### config.mk
export PLATFORM = sky130hd
export DESIGN_NAME = rtcc_queue
export DESIGN_NICKNAME = d
export VERILOG_FILES = /design/src/hw/rtl/rtcc_pkg.sv /design/src/hw/rtl/rtcc_queue.sv
export SDC_FILE = /design/constraint.sdc
export NUM_CORES = 1
export LEC_CHECK = 0
export BUFFER_PORTS_ARGS = -buffer_cell sky130_fd_sc_hd__buf_4
export CORE_MARGIN = 3
export CORE_UTILIZATION = 50
export DETAILED_ROUTE_END_ITERATION = 10
export PLACE_DENSITY = 0.77
export SLEW_MARGIN = 40
export SYNTH_ARGS = -nofsm -noshare
export SYNTH_HDL_FRONTEND = slang
export SYNTH_SLANG_ARGS = --single-unit
### constraint.sdc
create_clock -name clk -period 3.1 [get_ports clk]
set_input_delay 0.465 -clock clk [delete_from_list [all_inputs] [get_ports clk]]
set_output_delay 0.465 -clock clk [all_outputs]
set_load 0.05 [all_outputs]
### src/hw/rtl/rtcc_pkg.sv
// Package: payload types, command codes and calendar constants for the RTC converter.
package rtcc_pkg;

  typedef struct packed {
    logic [2:0]  cmd;
    logic [11:0] in_year;
    logic [3:0]  in_month;
    logic [4:0]  in_day;
    logic [4:0]  in_hour;
    logic [5:0]  in_minute;
    logic [5:0]  in_second;
    logic [31:0] in_seconds_count;
  } in_item_t;

  typedef struct packed {
    logic [11:0] out_year;
    logic [3:0]  out_month;
    logic [4:0]  out_day;
    logic [4:0]  out_hour;
    logic [5:0]  out_minute;
    logic [5:0]  out_second;
    logic [2:0]  out_weekday;
    logic [31:0] out_seconds_count;
    logic        bad_date;
  } out_item_t;

  localparam logic [2:0] CMD_TICK   = 3'd0;
  localparam logic [2:0] CMD_SET    = 3'd1;
  localparam logic [2:0] CMD_READ   = 3'd2;
  localparam logic [2:0] CMD_ENCODE = 3'd3;
  localparam logic [2:0] CMD_DECODE = 3'd4;

  localparam logic [31:0] BASE        = 32'd946656000;
  localparam logic [31:0] TZ_OFFSET   = 32'd28800;
  localparam logic [16:0] SEC_PER_DAY = 17'd86400;
  localparam logic [10:0] DAYS4       = 11'd1461;
  localparam logic [11:0] YEAR0       = 12'd2000;

  // Queued work for the back end.
  typedef struct packed {
    logic        encode;      // run date to seconds first
    logic        result_only; // command 3: keep encoded value, no date
    logic        keep_clock;  // command 4: report clock, decode input
    logic        set_clock;   // command 1
    logic        tick;        // command 0
    logic        bad;
    in_item_t    item;
  } job_t;

  function automatic logic [10:0] cum_days(input logic [5:0] idx);
    logic [10:0] r;
    case (idx)
      6'd0: r = 11'd0;     6'd1: r = 11'd31;    6'd2: r = 11'd60;    6'd3: r = 11'd91;
      6'd4: r = 11'd121;   6'd5: r = 11'd152;   6'd6: r = 11'd182;   6'd7: r = 11'd213;
      6'd8: r = 11'd244;   6'd9: r = 11'd274;   6'd10: r = 11'd305;  6'd11: r = 11'd335;
      6'd12: r = 11'd366;  6'd13: r = 11'd397;  6'd14: r = 11'd425;  6'd15: r = 11'd456;
      6'd16: r = 11'd486;  6'd17: r = 11'd517;  6'd18: r = 11'd547;  6'd19: r = 11'd578;
      6'd20: r = 11'd609;  6'd21: r = 11'd639;  6'd22: r = 11'd670;  6'd23: r = 11'd700;
      6'd24: r = 11'd731;  6'd25: r = 11'd762;  6'd26: r = 11'd790;  6'd27: r = 11'd821;
      6'd28: r = 11'd851;  6'd29: r = 11'd882;  6'd30: r = 11'd912;  6'd31: r = 11'd943;
      6'd32: r = 11'd974;  6'd33: r = 11'd1004; 6'd34: r = 11'd1035; 6'd35: r = 11'd1065;
      6'd36: r = 11'd1096; 6'd37: r = 11'd1127; 6'd38: r = 11'd1155; 6'd39: r = 11'd1186;
      6'd40: r = 11'd1216; 6'd41: r = 11'd1247; 6'd42: r = 11'd1277; 6'd43: r = 11'd1308;
      6'd44: r = 11'd1339; 6'd45: r = 11'd1369; 6'd46: r = 11'd1400; 6'd47: r = 11'd1430;
      default: r = 11'd0;
    endcase
    return r;
  endfunction

endpackage

### src/hw/rtl/rtcc_queue.sv
// Two-entry queue between the front and back ends.
module rtcc_queue (
  input  logic           clk,
  input  logic           rst,
  input  logic           wr_valid,
  output logic           wr_stall,
  input  rtcc_pkg::job_t wr_data,
  output logic           rd_valid,
  input  logic           rd_stall,
  output rtcc_pkg::job_t rd_data
);
  import rtcc_pkg::*;

  job_t mem [2];
  logic wp, rp;
  logic [1:0] count;
  logic push, pop;

  assign wr_stall = count == 2'd2;
  assign rd_valid = count != 2'd0;
  assign push = wr_valid && !wr_stall;
  assign pop = rd_valid && !rd_stall;
  assign rd_data = mem[rp];

  always_ff @(posedge clk) begin
    if (rst) begin
      wp <= 1'b0;
      rp <= 1'b0;
      count <= 2'd0;
    end else begin
      if (push) wp <= ~wp;
      if (pop) rp <= ~rp;
      count <= count + {1'b0, push} - {1'b0, pop};
    end
    if (push) mem[wp] <= wr_data;
  end
endmodule

==> key figures, run 1 <==
Outcome
  – Status: complete, no violations

Layout
  – Area growth, synth to finish: 33.2%
  – Finished Cell Area: 7950 um^2
  – Share of cells above drive strength 1: 0.594
  – Multi-input gate area: 1050 um^2
  – Most common cell after layout, fill and taps aside: buf_4
  – Nets: 535
  – Filler cells: 773
  – FF/Latch Area: 4850 um^2
  – ANT cells: 0
  – Most frequent cells in the layout: buf_4 (163), edfxtp_1 (158), mux2_2 (69)
  – Post-layout util: 0.688

Power
  – Combinational fraction of design power: 0.342
  – Int Power: 4.86 mW
  – Leakage power: 3.01 nW
  – Clock network power share: 0.272
  – Psw: 2.52 mW
  – Pwr/cell area: 929 nW/um^2
  – Sw frac: 0.342
  – Maximum VDD drop: 0.606 mV
  – Fraction of power consumed by sequential logic: 0.386

Global route
  – Initial antenna violation count: 0
  – Vias in the first global route: 3246
  – First-pass GRT wire length: 16100 um
  – Largest net degree at the start of global routing: 67
  – Total track usage: 0.165
  – Remaining Overflow, GRT: 0

Clocking
  – Clk buf depth: 2
  – CTS Hold Buffers Added: 0
  – Root buf cell: clkbuf_16
  – Clock transition at the registers of the reported paths: 0.06 ns
  – H-tree depth: 4
  – Clk_lat worst skew: 0.42 ns
  – # clock sinks: 163
  – Total CTS buffers: 17
  – Post-CTS Setup Repair Bufs: 0
  – CTS tree: done
  – Post-cts sizing count: 0

Floorplan
  – Initial Util: 0.516
  – Total core area: 11600 um^2
  – Row cnt: 39
  – Die width: 115 um
  – Boundary Pins: 164
  – Full die area: 13300 um^2
  – Die boundary height: 115 um

Detailed routing
  – Initial DRC count: 189
  – Post-Route WL: 10800 um
  – DRC Markers: 0
  – First-pass DRT Iterations: 4
  – Wire per inst: 17.8 um
  – Vias per inst: 5.08
  – Total number of vias: 3077
  – Post-DRT Antenna Nets: 0

Timing
  – # setup viols final: 0
  – Final critical-path share of the clock period: 0.764
  – Final hold vios: 0
  – FMAX: 422 MHz
  – RSZ-0062 raised after global routing: no
  – Layout Skew: 0.00513 ns
  – Worst slew margin relative to its limit: 0.673
  – Crit path time final: 2.37 ns
  – Fin Setup TNS: 0 ns
  – Worst-Margin Slew: 0.490 ns
  – Worst Setup Slack, final: 0.732 ns
  – Max-slew violations: 0

Min path
  – Hold WC Path Type: input pin to register
  – Hold Crit Start: wr_data[35]

Placed design
  – Place WS: 1.00 ns
  – Routability congestion estimate from global placement: 0.706
  – Port Buf Inserts: 163
  – Dpl hpwl: 7080 um
  – Placed Area: 7380 um^2

Yosys
  – Synth area leader: edfxtp_1
  – Seq/Total Area, Yosys: 0.811
  – Mapped Area: 5970 um^2
  – Netlist cell types: 18
  – FF+latch count, synth: 163
  – Synthesized netlist net count: 359
  – Average cell area after synthesis: 21.8 um^2
  – Synth top area cells: edfxtp_1 (79%), mux2_2 (13%), mux2_4 (2.5%)
  – Synthesized instance count: 274
  – YS warnings: 0
  – Synth top area share: 0.795

Worst setup path
  – CP arrival: 1.90 ns
  – R2r setup slk: 1.06 ns
  – Critical-path cell list: buf_12 -> mux2_2 -> buf_4
  – Reg2reg start: count[0]
  – Top cell family by delay on the critical path: buffers and inverters
  – Critical Path Max Stage Delay: 0.48 ns
  – Crit-path max FO: 66
  – Startpoint Class: register
  – Worst Path Required: 2.63 ns
  – Bufs and invs on worst path: 2
  – Setup CP Type: register to output pin
  – CP endpoint kind: output pin
  – Slowest CP cell: dfxtp_4

Flow run
  – Max cap viols: 0
==> cells by family (layout without fill, tap and decap cells) <==
kind of cell | Yosys count | count (layout) | share of synthesized area
muxes | 79 | 79 | 0.155
xor gates and xnor gates | 2 | 2 | 0.00293
buffers and inverters | 14 | 203 | 0.0138
and+or+nand+nor | 9 | 9 | 0.00817
AOI/OAI and AO/OA | 5 | 5 | 0.00419
adders and majority gates | 2 | 2 | 0.00419
DFF | 163 | 163 | 0.811
==> Yosys cell counts <==
| library cell | n |
|---|---|
| mux2_2 | 69 |
| inv_1 | 5 |
| nand2_1 | 1 |
| buf_6 | 3 |
| or3_1 | 2 |
| nor2b_1 | 1 |
| edfxtp_1 | 158 |
| xor2_1 | 1 |
| a21oi_1 | 3 |
| nor2_1 | 3 |
| o21ai_0 | 2 |
| and3_1 | 1 |
| xnor2_1 | 1 |
| ha_1 | 2 |
| dfxtp_1 | 5 |
| mux2_4 | 10 |
| buf_2 | 6 |
| nand2b_2 | 1 |
==> routing by layer <==
| layer | global-route usage | routed length (um) | share of wire | up-vias |
|---|---|---|---|---|
| met5 | 0 | 0 | 0 | - |
| met4 | 0.0767 | 235 | 0.022 | 0 |
| met3 | 0.0663 | 845 | 0.078 | 19 |
| met2 | 0.260 | 5220 | 0.48 | 120 |
| met1 | 0.201 | 4490 | 0.42 | 1504 |
| li1 | - | - | - | 1434 |
==> layout make-up <==
cell class,count,share of cell area
Sequential cell,163,0.610
Inverter,5,0.00252
Multi-Input combinational cell,97,0.132
Tap cell,143,0.0225
Clock inverter,14,0.0181
Clock buffer,18,0.0540
Timing Repair Buffer,166,0.161
==> sequential cells by signal, indices dropped and copies added (netlist names), named ones only <==
name / flops
wp: 1
count: 2
mem: 158
rp: 1
==> final timing paths <==
kind                endpoint  cells past startpoint
setup / recovery  rd_data[4]                      3
hold / removal    mem[0][35]                      1
setup reg to reg  mem[0][34]                      5
hold reg to reg           wp                      2
==> power by group through the flow <==
stage | registers [mW] | clock network (mW) | logic, mW
final | 2.85 | 2.01 | 2.52
after detailed placement | 2.90 | 0 | 2.54
after floorplan | 2.87 | 0 | 1.84
after CTS | 2.86 | 2.05 | 2.55
after global routing | 2.88 | 2.14 | 2.63
after global placement | 2.88 | 0 | 2.52
==> per-stage QoR <==
| stage | hold WS [ns] | instances | power (mW) |
|---|---|---|---|
| 6_report | 0.229 | 606 | 7.39 |
| 5_1_grt | 0.209 | 606 | 7.66 |
| 4_1_cts | 0.207 | 606 | 7.46 |
| 3_5_place_dp | 0.484 | 574 | 5.44 |
| 3_3_place_gp | 0.480 | 574 | 5.40 |
| 2_1_floorplan | 0.452 | 274 | 4.72 |
Note: power is estimated with default switching activity, not from simulation.
==> run 2: changes to the inputs <==
--- a/config.mk
+++ b/config.mk
@@ -7,9 +7,9 @@
 export LEC_CHECK = 0
 export BUFFER_PORTS_ARGS = -buffer_cell sky130_fd_sc_hd__buf_4
 export CORE_MARGIN = 3
-export CORE_UTILIZATION = 50
+export CORE_UTILIZATION = 47
 export DETAILED_ROUTE_END_ITERATION = 10
-export PLACE_DENSITY = 0.77
+export PLACE_DENSITY = 0.76
 export SLEW_MARGIN = 40
 export SYNTH_ARGS = -nofsm -noshare
 export SYNTH_HDL_FRONTEND = slang
==> constraint.sdc (replaced) <==
create_clock -name clk -period 2.15 [get_ports clk]
set_input_delay 0.3225 -clock clk [delete_from_list [all_inputs] [get_ports clk]]
set_output_delay 0.3225 -clock clk [all_outputs]
set_load 0.05 [all_outputs]
==> key figures, run 2 (synthesized netlist as in run 1, its figures left out) <==
Clocking
  – Root buf cell: clkbuf_16
  – Clk_lat worst skew: 0.41 ns
  – CTS tree: done
  – Total CTS buffers: 17
  – CTS Hold Buffers Added: 0
  – H-tree depth: 4
  – Clk buf depth: 2
  – # clock sinks: 163
  – Clock transition at the registers of the reported paths: 0.06 ns

Layout
  – Share of cells above drive strength 1: 0.604
  – Max FFs per register: 158
  – Nets: 537
  – Post-layout util: 0.658
  – Filler cells: 883
  – Most common cell after layout, fill and taps aside: buf_4
  – ANT cells: 0
  – Multi-input gate area: 1060 um^2
  – Finished Cell Area: 8040 um^2
  – Most flop-heavy register: mem
  – Area growth, synth to finish: 34.6%
  – Non-filler cells, final: 633
  – FF/Latch Area: 4850 um^2
  – Most frequent cells in the layout: buf_4 (163), edfxtp_1 (158), mux2_2 (69)
  – Top Registers: mem (158), count (2)

Detailed routing
  – Post-DRT Antenna Nets: 0
  – Total number of vias: 3039
  – Met1 WL: 4160 um
  – Post-Route WL: 10600 um
  – WL met2: 5510 um
  – DRC Markers: 0
  – Wire per inst: 16.8 um
  – Metal3 WL: 775 um
  – Top routing layer used: met4
  – Initial DRC count: 226
  – First-pass DRT Iterations: 4
  – Vias per inst: 4.80

Worst setup path
  – Worst Path Required: 1.83 ns
  – Crit-path max FO: 79
  – Startpoint Class: register
  – CP arrival: 1.79 ns
  – CP endpoint kind: output pin
  – Setup CP Type: register to output pin

Floorplan
  – Boundary Pins: 164
  – Die width: 119 um
  – Row cnt: 40
  – Full die area: 14100 um^2
  – Die boundary height: 119 um
  – Total core area: 12200 um^2
  – Initial Util: 0.489

Min path
  – Hold WC Path Type: input pin to register

Global route
  – First-pass GRT wire length: 16700 um
  – Initial antenna violation count: 0
  – Largest net degree at the start of global routing: 80
  – Vias in the first global route: 3401
  – Remaining Overflow, GRT: 0
  – Total track usage: 0.155

Timing
  – Fin Setup TNS: 0 ns
  – Worst-Margin Slew: 0.469 ns
  – Hold slack: 0.0964 ns
  – Crit path time final: 2.12 ns
  – Worst Setup Slack, final: 0.0343 ns
  – Layout Skew: 0.00735 ns
  – Max-slew violations: 0
  – # setup viols final: 0
  – RSZ-0062 raised after global routing: no
  – Final critical-path share of the clock period: 0.984
  – Final hold vios: 0
  – Worst slew margin relative to its limit: 0.688
  – FMAX: 473 MHz

Placed design
  – Routability congestion estimate from global placement: 0.707
  – Port Buf Inserts: 163
  – Dpl cells: 601
  – Dpl hpwl: 6980 um
  – Place WS: 0.474 ns
  – Placed Area: 7470 um^2

Power
  – Leakage power: 3.02 nW
  – Maximum VDD drop: 0.909 mV
  – Pwr/cell area: 1320 nW/um^2
  – Power, Total: 10.6 mW

Outcome
  – Status: complete, no violations

Flow run
  – Max cap viols: 0
run 2: cell count changes in the layout (fill, tap and decap cells not counted):
cell / before / now
clkinv_1: 5 / 0
or3_1: 2 / 1
nand2b_2: 1 / 0
dfxtp_2: 0 / 2
clkbuf_8: 0 / 2
or3_4: 0 / 1
clkbuf_1: 1 / 6
dfxtp_1: 4 / 2
bufinv_16: 3 / 2
buf_12: 3 / 4
nand2b_4: 0 / 1
buf_16: 0 / 1
inv_1: 4 / 3
run 2: worst max-delay path: stages, from the launching register on:
cell and delay (ns):
dfxtp_4 0.36, buf_16 0.32, mux2_2 0.41, buf_4 0.20
run 2: cell type report:
cell class | count | area share
Inverter | 5 | 0.00327
Multi-Input combinational cell | 97 | 0.132
Tap cell | 168 | 0.0262
Sequential cell | 163 | 0.604
Clock inverter | 7 | 0.0106
Timing Repair Buffer | 168 | 0.166
Clock buffer | 25 | 0.0592
run 2: path summary, 6_finish.rpt:
check / startpoint / to / slack, ns / depth (start not counted)
max: register / rd_data[1] / 0.03 / 3
max reg2reg: count[0] / mem[0][77] / 0.49 / 5
min reg2reg: wp / wp / 0.50 / 2
min: wr_data[34] / mem[0][34] / 0.1 / 1
run 2: power breakdown:
part | leakage (nW) | switching, mW | internal (mW)
Clock | 0.279 | 1.06 | 1.76
Combinational | 1.23 | 2.43 | 1.27
Sequential | 1.52 | 0.104 | 3.99
Total | 3.02 | 3.59 | 7.02
run 2: timing repair:
item	in CTS	in global routing
setup buffers	0	0
gates resized for setup	0	1
setup endpoints to repair	0	7
run 2: metal layers:
metal,GRT usage,vias up
met5,0,-
met4,0.0630,0
met3,0.0550,15
met2,0.261,109
met1,0.180,1481
li1,-,1434
