**src/hw/rtl/rtcc_pkg.sv**
```systemverilog
// Package: payload types, command codes and calendar constants for the RTC converter.
package rtcc_pkg;

  typedef struct packed {
    logic [2:0]  cmd;
    logic [11:0] in_year;
    logic [3:0]  in_month;
    logic [4:0]  in_day;
    logic [4:0]  in_hour;
    logic [5:0]  in_minute;
    logic [5:0]  in_second;
    logic [31:0] in_seconds_count;
  } in_item_t;

  typedef struct packed {
    logic [11:0] out_year;
    logic [3:0]  out_month;
    logic [4:0]  out_day;
    logic [4:0]  out_hour;
    logic [5:0]  out_minute;
    logic [5:0]  out_second;
    logic [2:0]  out_weekday;
    logic [31:0] out_seconds_count;
    logic        bad_date;
  } out_item_t;

  localparam logic [2:0] CMD_TICK   = 3'd0;
  localparam logic [2:0] CMD_SET    = 3'd1;
  localparam logic [2:0] CMD_READ   = 3'd2;
  localparam logic [2:0] CMD_ENCODE = 3'd3;
  localparam logic [2:0] CMD_DECODE = 3'd4;

  localparam logic [31:0] BASE        = 32'd946656000;
  localparam logic [31:0] TZ_OFFSET   = 32'd28800;
  localparam logic [16:0] SEC_PER_DAY = 17'd86400;
  localparam logic [10:0] DAYS4       = 11'd1461;
  localparam logic [11:0] YEAR0       = 12'd2000;

  // Queued work for the back end.
  typedef struct packed {
    logic        encode;      // run date to seconds first
    logic        result_only; // command 3: keep encoded value, no date
    logic        keep_clock;  // command 4: report clock, decode input
    logic        set_clock;   // command 1
    logic        tick;        // command 0
    logic        bad;
    in_item_t    item;
  } job_t;

  function automatic logic [10:0] cum_days(input logic [5:0] idx);
    logic [10:0] r;
    case (idx)
      6'd0: r = 11'd0;     6'd1: r = 11'd31;    6'd2: r = 11'd60;    6'd3: r = 11'd91;
      6'd4: r = 11'd121;   6'd5: r = 11'd152;   6'd6: r = 11'd182;   6'd7: r = 11'd213;
      6'd8: r = 11'd244;   6'd9: r = 11'd274;   6'd10: r = 11'd305;  6'd11: r = 11'd335;
      6'd12: r = 11'd366;  6'd13: r = 11'd397;  6'd14: r = 11'd425;  6'd15: r = 11'd456;
      6'd16: r = 11'd486;  6'd17: r = 11'd517;  6'd18: r = 11'd547;  6'd19: r = 11'd578;
      6'd20: r = 11'd609;  6'd21: r = 11'd639;  6'd22: r = 11'd670;  6'd23: r = 11'd700;
      6'd24: r = 11'd731;  6'd25: r = 11'd762;  6'd26: r = 11'd790;  6'd27: r = 11'd821;
      6'd28: r = 11'd851;  6'd29: r = 11'd882;  6'd30: r = 11'd912;  6'd31: r = 11'd943;
      6'd32: r = 11'd974;  6'd33: r = 11'd1004; 6'd34: r = 11'd1035; 6'd35: r = 11'd1065;
      6'd36: r = 11'd1096; 6'd37: r = 11'd1127; 6'd38: r = 11'd1155; 6'd39: r = 11'd1186;
      6'd40: r = 11'd1216; 6'd41: r = 11'd1247; 6'd42: r = 11'd1277; 6'd43: r = 11'd1308;
      6'd44: r = 11'd1339; 6'd45: r = 11'd1369; 6'd46: r = 11'd1400; 6'd47: r = 11'd1430;
      default: r = 11'd0;
    endcase
    return r;
  endfunction

endpackage

```
**src/hw/rtl/rtcc_front.sv**
```systemverilog
// Front end: accepts commands, classifies them and checks the date.
module rtcc_front (
  input  logic              clk,
  input  logic              rst,
  input  logic              in_valid,
  output logic              in_stall,
  input  rtcc_pkg::in_item_t in_data,
  output logic              job_valid,
  input  logic              job_stall,
  output rtcc_pkg::job_t    job
);
  import rtcc_pkg::*;

  logic bad;
  assign in_stall = job_valid && job_stall;
  assign bad = (in_data.in_month == 4'd0) || (in_data.in_month > 4'd12) ||
               (in_data.in_day == 5'd0);

  always_ff @(posedge clk) begin
    if (rst) begin
      job_valid <= 1'b0;
    end else if (!in_stall) begin
      job_valid <= in_valid;
    end
    if (!in_stall && in_valid) begin
      job.item        <= in_data;
      job.tick        <= in_data.cmd == CMD_TICK;
      job.set_clock   <= in_data.cmd == CMD_SET;
      job.encode      <= in_data.cmd == CMD_SET || in_data.cmd == CMD_ENCODE;
      job.result_only <= in_data.cmd == CMD_ENCODE;
      job.keep_clock  <= in_data.cmd == CMD_DECODE;
      job.bad         <= (in_data.cmd == CMD_SET || in_data.cmd == CMD_ENCODE) && bad;
    end
  end
endmodule

```
**config.mk**
```make
export PLATFORM = sky130hd
export DESIGN_NAME = rtcc_front
export DESIGN_NICKNAME = d
export VERILOG_FILES = /design/src/hw/rtl/rtcc_pkg.sv /design/src/hw/rtl/rtcc_front.sv
export SDC_FILE = /design/constraint.sdc
export NUM_CORES = 1
export LEC_CHECK = 0
export BUFFER_PORTS_ARGS = -buffer_cell sky130_fd_sc_hd__buf_4
export CORE_UTILIZATION = 41
export CTS_BUF_LIST = sky130_fd_sc_hd__clkbuf_4 sky130_fd_sc_hd__clkbuf_8 sky130_fd_sc_hd__clkbuf_16
export DETAILED_ROUTE_END_ITERATION = 16
export PLACE_DENSITY = 0.78
export RECOVER_POWER = 100
export SYNTH_ARGS = -nofsm -noshare
export SYNTH_HDL_FRONTEND = slang
export SYNTH_SLANG_ARGS = --single-unit
export TNS_END_PERCENT = 1
```
**constraint.sdc**
```tcl
create_clock -name clk -period 5.6 [get_ports clk]
set_clock_uncertainty 0.1 [all_clocks]
set_input_delay 0.56 -clock clk [delete_from_list [all_inputs] [get_ports clk]]
set_output_delay 0.56 -clock clk [all_outputs]
set_load 0.01 [all_outputs]
```
==> impl_metrics.py, run 1 <==
metrics = {
    "status": {
        "status": "finished, final reports clean",
    },
    "sta": {
        "rsz0062_at_grt": "false",
        "drv_slew": 0,
        "slew_headroom_pct": 36.6,
        "max_freq_mhz": 522,
        "min_period_ps": 1920,
        "setup-violations-final": 0,
        "setup_ws_ps": 3680,
        "fin_tns_setup_ps": 0,
        "hold_slack_ps": 281,
        "tightest_slew_ps": 952,
        "timing.final.hold_violations": 0,
        "min_period_over_period_pct": 34.2,
    },
    "setup_path": {
        "crit_path_max_fanout": 79,
        "worstPathArrival_ps": 1780,
        "crit_chain": "buf_4 > and2_0 > nor2b_4 > buf_4",
        "critical-path-max-stage-delay_ps": 740,
        "required_ps": 5460,
        "cp-end-kind": "flop",
        "cp_common_cell": "buf_4",
        "critical_path_class": "in2reg",
        "start_kind": "primary input",
        "cp_slowest_cell": "buf_4",
    },
    "detailed_routing": {
        "drt_wl_total_mm": 6.34,
        "first_pass_iters": 4,
        "wire_per_inst_um": 18.5,
        "via_per_inst": 4.61,
        "ant_nets": 0,
        "drc_errors": 0,
        "drtIter0Drc": 77,
        "dr_total_vias": 1576,
    },
    "clocking": {
        "cts-resized-gates": 0,
        "root_buffer": "clkbuf_8",
        "numCtsBuffers": 9,
        "htreeDepth": 3,
        "cts_tree": "yes",
        "cts_sinks": 80,
        "postCtsSetupBuffers": 0,
        "ctsHoldBuffers": 0,
        "insertion_delay_ps": 330,
        "cts.clk_slew.worst_paths_ps": 70,
        "clk_path_buf_depth": 2,
    },
    "yosys": {
        "syn-num-nets": 173,
        "synth.area.top_cells": "edfxtp_1 96%, dfxtp_1 0.81%, nor2_1 0.61%",
        "yosysTopAreaCell": "edfxtp_1",
        "synth.top_cell.area_share_pct": 95.7,
        "ys_seq_elements": 80,
        "ys_types": 13,
        "synth_cells": 96,
        "synth.avg_cell_area_um2": 25.8,
        "yosysSeqAreaShare_pct": 96.5,
        "syn_area_um2": 2480,
        "ys.warnings.count": 0,
    },
    "floorplan": {
        "die_h_um": 79.8,
        "die-area_um2": 6360,
        "die_x_um": 79.8,
        "ios": 158,
        "fp.coreArea_um2": 5680,
        "initial_utilization_pct": 43.7,
        "rows": 27,
    },
    "flow_run": {
        "cap_viol_max_count": 0,
    },
    "placement": {
        "dpl_cell_area_um2": 3760,
        "place.gp.congestion": 0.672,
        "dp_hpwl_mm": 4.59,
        "port_buffers": 157,
        "dp_slack_ps": 3360,
    },
    "pwr": {
        "power.switching_uw": 256,
        "switching_share_pct": 20.4,
        "p_seq_share_pct": 56.5,
        "power.internal_mw": 1.00,
        "power_density_nw_per_um2": 346,
        "comb_power_share_pct": 8.1,
        "power.static_leakage_nw": 1.33,
        "pwr-share-clk_pct": 35.4,
        "peakVddDrop_mv": 0.217,
    },
    "hold_path": {
        "hold_path.class": "in2reg",
    },
    "final_layout": {
        "nNetsFinal": 342,
        "final_cell_area_um2": 3630,
        "fillers": 488,
        "syn2layout_area_growth_pct": 46.5,
        "diodes": 0,
        "final_common_cell": "clkbuf_1",
        "final_cell_mix": "91 x clkbuf_1, 79 x edfxtp_1, 65 x clkbuf_4",
        "drive_gt1_share_pct": 30.0,
    },
    "global_route": {
        "grt_overflow": 0,
        "grt_use_total_pct": 20.2,
        "grt_pass1_vias": 1596,
        "grt_max_degree": 80,
        "grt_pass1_wl_mm": 8.80,
        "antenna_found_initial": 0,
    },
}
Yosys cell counts:
library cell	n
inv_1	1
dfxtp_1	1
o211ai_1	1
and2_1	2
nor3_1	2
nand2b_1	1
edfxtp_1	79
nor2_1	4
nor2b_1	1
nor3b_1	1
nand2_1	1
or4_1	1
a31oi_1	1
power groups by stage:
| stage | logic, mW | registers [mW] | clock network, mW |
|---|---|---|---|
| final | 0.101 | 0.710 | 0.445 |
| after detailed placement | 0.134 | 0.724 | 0 |
| after floorplan | 0.0133 | 0.745 | 0 |
| after CTS | 0.134 | 0.711 | 0.454 |
| after global routing | 0.109 | 0.713 | 0.480 |
| after global placement | 0.129 | 0.722 | 0 |
area by class of cell:
class | count | area, µm² | share of cell area [%]
sequential | 80 | 2390 | 65.9
timing repair buffer | 158 | 845 | 23.3
clock buffer | 11 | 139 | 3.82
multi-input combinational | 15 | 90.1 | 2.48
tap | 72 | 90.1 | 2.48
clock inverter | 5 | 71.3 | 1.96
inverter | 1 | 3.75 | 0.103
metal layers:
metal | global-route usage (%) | vias up | part of all wire, %
met5 | 0 | - | 0
met4 | 10.7 | 0 | 2.3
met3 | 7.54 | 13 | 11
met2 | 33.6 | 100 | 50
met1 | 22.7 | 743 | 36
li1 | - | 720 | -
worst paths after layout:
kind | from | end | slack [ps] | cells after the start
hold reg to reg | job_valid$_SDFFE_PP0N_ | job_valid$_SDFFE_PP0N_ | 630 | 3
setup / recovery | job_stall | job[55]$_DFFE_PP_ | 3680 | 4
setup reg to reg | job_valid$_SDFFE_PP0N_ | job[55]$_DFFE_PP_ | 3710 | 3
hold / removal | rst | job_valid$_SDFFE_PP0N_ | 280 | 2
cells by family after synthesis:
group | synth area share [%]
flops | 96.5
buf+inv | 0.151
compound gates | 0.556
simple gates | 2.78
critical path, delay by kind of cell:
kind	cells	cell delay, ps
buffers and inverters	2	840
and+or+nand+nor	2	330
through the flow:
step | std cells | power [mW] | util [%]
6_report | 342 | 1.26 | 64.0
5_1_grt | 342 | 1.30 | 64.0
2_1_floorplan | 96 | 0.758 | -
3_5_place_dp | 326 | 0.857 | 66.3
3_3_place_gp | 326 | 0.851 | 66.3
4_1_cts | 342 | 1.30 | 70.0
registers in the layout, summed over array words and instances (netlist names):
register and count:
job_valid 1, job 79
No activity file was read; power rests on OpenSTA's default activity.
==> run 2, diff against run 1 <==
ABC_AREA = 1   (was default)
CORE_UTILIZATION = 38   (was 41)
PLACE_DENSITY = 0.76   (was 0.78)
clock period = 1.55 ns   (was 5.6 ns; I/O delays follow)
==> run 2 against run 1 <==
- combinational power grew to 5.4 times the previous value
- critical path depth is the same
- register-to-register slack lost 3600 ps
- critical endpoint is now job_valid$_SDFFE_PP0N_
- highest routed layer unchanged
==> impl_metrics.py, run 2 <==
metrics = {
    "status": {
        "status": "finished, final reports clean",
    },
    "detailed_routing": {
        "drtIter0Drc": 98,
        "ant_nets": 0,
        "dr_total_vias": 1955,
        "via_per_inst": 4.50,
        "wire_per_inst_um": 17.5,
        "drt_wl_total_mm": 7.60,
        "first_pass_iters": 4,
        "drc_errors": 0,
    },
    "yosys": {
        "yosysTopAreaCell": "edfxtp_1",
        "synthSimpleGateAreaFrac_pct": 2.65,
        "synth_edf_count": 79,
        "synth.area.top_cells": "edfxtp_1 95%, nand2_1 1.0%, inv_1 0.90%",
        "synthArstFlopShare_pct": 0,
        "synth.top_cell.area_share_pct": 94.8,
        "synthXorXnorAreaFrac_pct": 0,
        "synth_cells": 105,
        "synth_flop_cell": "edfxtp_1",
        "ys_types": 10,
        "synthMuxAreaShare_pct": 0,
        "synth.avg_cell_area_um2": 23.8,
        "synth_most_common_cell": "edfxtp_1",
        "synth_common_cells": "79 x edfxtp_1, 7 x nand2_1, 6 x inv_1, 6 x nor2_1, 2 x nor3_1",
        "syn_area_um2": 2500,
        "syn-num-nets": 182,
        "synth_compound_area_share_pct": 0.900,
        "ys.warnings.count": 0,
        "synth_adder_area_share_pct": 0,
        "synth_top_family_by_area": "simple AND/OR/NAND/NOR gates",
        "ys_seq_elements": 80,
        "yosysSeqAreaShare_pct": 95.6,
    },
    "setup_path": {
        "critical-path-max-stage-delay_ps": 620,
        "startpoint": "rst",
        "critical_path_class": "in2reg",
        "cp-end-kind": "flop",
        "cp_slowest_cell": "dlygate4sd3_1",
        "cp.depth": 4,
        "worst-r2r-setup-slack_ps": 160,
        "required_ps": 1730,
        "crit_path_max_fanout": 1,
        "crit_chain": "dlygate4sd3_1 > clkbuf_4 > a21oi_1 > dlygate4sd3_1",
        "worst-r2r-cell-count": 4,
        "start_kind": "primary input",
        "worstPathArrival_ps": 1590,
        "crit_family": "buffers and inverters",
        "r2r-end": "job[22]$_DFFE_PP_",
        "rr_startpoint": "job_valid$_SDFFE_PP0N_",
        "worstPathBufferInverterCount": 3,
        "cp_common_cell": "dlygate4sd3_1",
        "worstSetupEndpoint": "job_valid$_SDFFE_PP0N_",
    },
    "floorplan": {
        "initial_utilization_pct": 39.4,
        "fp.coreArea_um2": 6350,
        "rows": 29,
        "ios": 158,
        "die-area_um2": 6920,
        "die_x_um": 83.2,
        "die_h_um": 83.2,
    },
    "pwr": {
        "peakVddDrop_mv": 0.939,
        "power.switching_mw": 1.10,
        "p_seq_share_pct": 53.0,
        "comb_power_share_pct": 11.4,
        "switching_share_pct": 22.7,
        "power.static_leakage_nw": 1.71,
        "pwr-share-clk_pct": 35.6,
        "power_density_nw_per_um2": 1080,
        "power_mw": 4.84,
        "power.internal_mw": 3.74,
    },
    "sta": {
        "setup-violations-final": 0,
        "min_period_over_period_pct": 90.8,
        "drv_slew": 0,
        "setup_ws_ps": 143,
        "min_period_ps": 1410,
        "timing.final.hold_violations": 0,
        "rsz0062_at_grt": "false",
        "tightest_slew_ps": 320,
        "slew_headroom_pct": 78.7,
        "max_freq_mhz": 711,
    },
    "clocking": {
        "htreeDepth": 3,
        "insertion_delay_ps": 340,
        "cts_tree": "yes",
        "root_buffer": "clkbuf_8",
        "clk_path_buf_depth": 2,
        "cts.clk_slew.worst_paths_ps": 90,
        "cts_sinks": 80,
        "postCtsSetupBuffers": 0,
        "numCtsBuffers": 9,
    },
    "final_layout": {
        "syn2layout_area_growth_pct": 78.3,
        "final_cell_mix": "89 x clkbuf_1, 79 x edfxtp_1, 75 x dlygate4sd3_1",
        "largest_reg_flops": 79,
        "drive_gt1_share_pct": 25.1,
        "nNetsFinal": 427,
        "final_common_cell": "clkbuf_1",
        "regMostFlops": "job",
        "reg_top3": "job (79), job_valid (1)",
    },
    "global_route": {
        "grt_overflow": 0,
        "grt_pass1_wl_mm": 11.4,
        "grt_use_total_pct": 22.9,
        "grt_max_degree": 45,
        "grt_pass1_vias": 2125,
        "antenna_found_initial": 2,
    },
    "hold_path": {
        "hold_path.class": "in2reg",
    },
    "flow_run": {
        "cap_viol_max_count": 0,
    },
    "placement": {
        "dp_hpwl_mm": 4.22,
        "port_buffers": 157,
        "place.gp.congestion": 0.733,
        "dp_slack_ps": 275,
    },
}
[run 2: changes by cell type in the layout (fill, tap and decap cells not counted), moves of 2 or more]
cell / previous run / this run
inv_1: 1 / 6
dlygate4sd3_1: 0 / 75
nand2_1: 1 / 6
a21oi_1: 0 / 2
clkinv_1: 3 / 0
inv_6: 0 / 2
clkbuf_1: 91 / 89
clkinv_4: 0 / 2
diode_2: 0 / 2
and2_0: 2 / 0
[run 2: logic make-up (layout without fill, tap and decap cells)]
family          count (synthesis)  in the layout
flops                          80             80
buf+inv                         6            256
other cells                     0              2
simple gates                   16             16
compound gates                  3              3
[run 2: how the worst min path moves through the flow]
stage               startpoint                     end  slack, ps  cells after the start
CTS                  job_stall       job[10]$_DFFE_PP_        310                      5
finish                in_valid       job[37]$_DFFE_PP_        360                      4
global route          in_valid       job[37]$_DFFE_PP_        370                      4
global placement           rst  job_valid$_SDFFE_PP0N_        210                      2
detailed placement         rst  job_valid$_SDFFE_PP0N_        210                      2
floorplan                  rst  job_valid$_SDFFE_PP0N_        120                      1
[run 2: layer usage]
layer | up-vias | track usage (%) | routed length [µm]
met5 | - | 0 | 0
met1 | 920 | 23.9 | 2600
li1 | 896 | - | -
met3 | 16 | 9.34 | 781
met2 | 123 | 39.3 | 4010
met4 | 0 | 12.2 | 207
[run 2: stage by stage]
step           area (µm²)  util [%]  hold WS [ps]  TNS, ps  std cells
2_1_floorplan        2510         -           117   -47450        105
4_1_cts              4810      75.7           309        0        432
3_3_place_gp         3830      60.3           206        0        341
3_5_place_dp         3830      60.3           210        0        341
6_report             4460      70.3           361        0        434
5_1_grt              4460      70.3           366        0        434
[run 2: timing repair]
item / CTS / global route
hold buffers: 75 / 0
gates resized for setup: 0 / 0
setup endpoints to repair: 0 / 0
hold endpoints to repair: 74 / 0
[run 2: worst reg2reg max path, cell delays in order, from the launching register on]
cell and delay [ps]:
dfxtp_1 330, nand2_2 80, inv_1 70, nor2_4 150, buf_6 310
[run 2: final cells by class]
class	instances	area, µm²
sequential	80	2390
inverter	6	22.5
tap	77	96.3
clock buffer	9	124
fill	497	1890
multi-input combinational	19	95.1
timing repair buffer	234	1630
antenna	2	5.00
clock inverter	7	103
[run 2: power groups by stage]
| stage | registers [mW] | logic [mW] | clock network, mW |
|---|---|---|---|
| after floorplan | 2.68 | 0.0568 | 0 |
| after global placement | 2.61 | 0.489 | 0 |
| after detailed placement | 2.61 | 0.499 | 0 |
| after CTS | 2.56 | 0.656 | 1.74 |
| after global routing | 2.58 | 0.587 | 1.83 |
| final | 2.57 | 0.550 | 1.72 |
==> run 3, diff against run 2 <==
CORE_MARGIN = 2   (was default)
==> run 3 against run 2 <==
- final area decreased by 1.5%
- wire length decreased by 11%
- utilization decreased by 1.0 points
- first-iteration DRC count decreased by 18%
- die area increased by 4.9%
- sequential share of layout area increased by 0.81 points
- critical path depth unchanged
- final cell count decreased by 0.69%
- fmax increased by 2.5%
- global-route usage decreased by 3.6 points
- sequential power about the same
- largest cell class unchanged
- highest routed layer unchanged
==> impl_metrics.py, run 3 (same netlist as run 2, synthesis figures left out) <==
metrics = {
    "setup_path": {
        "rr_startpoint": "job_valid$_SDFFE_PP0N_",
        "startpoint": "job_valid$_SDFFE_PP0N_",
        "required_ps": 1450,
        "cp_slowest_cell": "dfxtp_1",
        "crit_path_max_fanout": 36,
        "cp-end-kind": "flop",
        "worstPathArrival_ps": 1280,
        "critical_path_class": "reg2reg",
        "start_kind": "flop",
        "crit_chain": "nand2_2 > inv_1 > nor2_4 > buf_6",
        "critical-path-max-stage-delay_ps": 320,
    },
    "detailed_routing": {
        "drt_wl_total_mm": 6.79,
        "first_pass_iters": 4,
        "drc_errors": 0,
        "ant_nets": 0,
        "dr_total_vias": 1885,
        "wire_per_inst_um": 15.8,
        "drtIter0Drc": 80,
        "via_per_inst": 4.37,
    },
    "final_layout": {
        "nNetsFinal": 427,
        "fillers": 466,
        "fin_cells": 431,
        "syn2layout_area_growth_pct": 75.7,
        "drive_gt1_share_pct": 24.9,
        "final_cell_mix": "87 x clkbuf_1, 79 x edfxtp_1, 75 x dlygate4sd3_1",
        "largest_reg_flops": 79,
        "reg_top3": "job (79), job_valid (1)",
        "regMostFlops": "job",
        "final_common_cell": "clkbuf_1",
    },
    "sta": {
        "rsz0062_at_grt": "false",
        "min_period_ps": 1370,
        "max_freq_mhz": 728,
        "min_period_over_period_pct": 88.6,
        "slew_headroom_pct": 77.8,
        "drv_slew": 0,
        "timing.final.hold_violations": 0,
        "tightest_slew_ps": 333,
        "setup_ws_ps": 177,
        "setup-violations-final": 0,
    },
    "hold_path": {
        "hold_path.class": "in2reg",
        "hp-start": "in_valid",
    },
    "clocking": {
        "numCtsBuffers": 9,
        "clk_path_buf_depth": 2,
        "cts_tree": "yes",
        "htreeDepth": 3,
        "cts-resized-gates": 0,
        "cts_sinks": 80,
        "postCtsSetupBuffers": 0,
        "cts.clk_slew.worst_paths_ps": 70,
        "root_buffer": "clkbuf_8",
        "insertion_delay_ps": 330,
    },
    "flow_run": {
        "cap_viol_max_count": 0,
    },
    "placement": {
        "dp.cells": 341,
        "port_buffers": 157,
        "dp_slack_ps": 258,
        "dp_hpwl_mm": 4.08,
        "place.gp.congestion": 0.690,
    },
    "global_route": {
        "grt_pass1_wl_mm": 10.3,
        "grt_max_degree": 44,
        "grt_overflow": 0,
        "grt_use_total_pct": 19.3,
        "grt_pass1_vias": 2093,
        "antenna_found_initial": 1,
    },
    "pwr": {
        "power_mw": 4.37,
        "power_density_nw_per_um2": 994,
        "power.static_leakage_nw": 1.69,
        "peakVddDrop_mv": 0.714,
    },
    "floorplan": {
        "rows": 29,
        "die_h_um": 85.2,
        "ios": 158,
        "initial_utilization_pct": 39.4,
        "fp.coreArea_um2": 6350,
        "die-area_um2": 7250,
        "die_x_um": 85.2,
    },
    "status": {
        "status": "finished, final reports clean",
    },
}
## run 3: changes by cell type in the layout (fill, tap and decap cells not counted)
cell,previous run,this run
inv_6,2,0
bufinv_16,2,0
clkbuf_1,89,87
clkinv_4,2,0
clkbuf_4,64,69
diode_2,2,1
clkinv_1,0,1
clkinv_2,0,1
clkinvlp_4,1,0
## run 3: stage by stage
stage                     instance area, µm²  hold WS [ps]  TNS (ps)  util, %
after detailed placement                3830           209         0     60.3
final                                   4400           371         0     69.3
after global routing                    4400           384         0     69.3
after global placement                  3830           205         0     60.3
after CTS                               4740           320         0     74.6
after floorplan                         2510           117    -47450        -
## run 3: path summary, 6_finish.rpt
| check | to | slack (ps) | cells after the start |
|---|---|---|---|
| min reg2reg | job[47]$_DFFE_PP_ | 850 | 4 |
| min | job[47]$_DFFE_PP_ | 370 | 4 |
| max reg2reg | job[0]$_DFFE_PP_ | 180 | 4 |
| max | job[0]$_DFFE_PP_ | 180 | 4 |
## run 3: final cells by class
cell class / instances / area, µm² / area share, %
antenna: 1 / 2.50 / 0.0569
clock buffer: 12 / 146 / 3.33
clock inverter: 2 / 8.76 / 0.199
inverter: 6 / 22.5 / 0.512
multi-input combinational: 19 / 95.1 / 2.16
sequential: 80 / 2390 / 54.4
tap: 77 / 96.3 / 2.19
timing repair buffer: 234 / 1630 / 37.2
## run 3: timing repair
action | CTS | global route
endpoints found under the hold margin | 74 | 0
hold buffers | 75 | 0
setup endpoints to repair | 0 | 0
## run 3: report_power, final
| part | switching [mW] | total [mW] | internal (mW) |
|---|---|---|---|
| combinational | 0.250 | 0.543 | 0.293 |
| clock | 0.659 | 1.27 | 0.611 |
| sequential | 0.0325 | 2.56 | 2.53 |
## run 3: routing by layer
metal / wire [µm] / GRT usage, %
met3: 770 / 9.53
met2: 3590 / 33.7
met5: 0 / 0
met1: 2270 / 19.0
met4: 160 / 9.52
## run 3: critical path, delay by kind of cell (launching register included)
kind	cells	cell delay [ps]
DFF	1	320
buffers and inverters	2	380
and+or+nand+nor	2	210
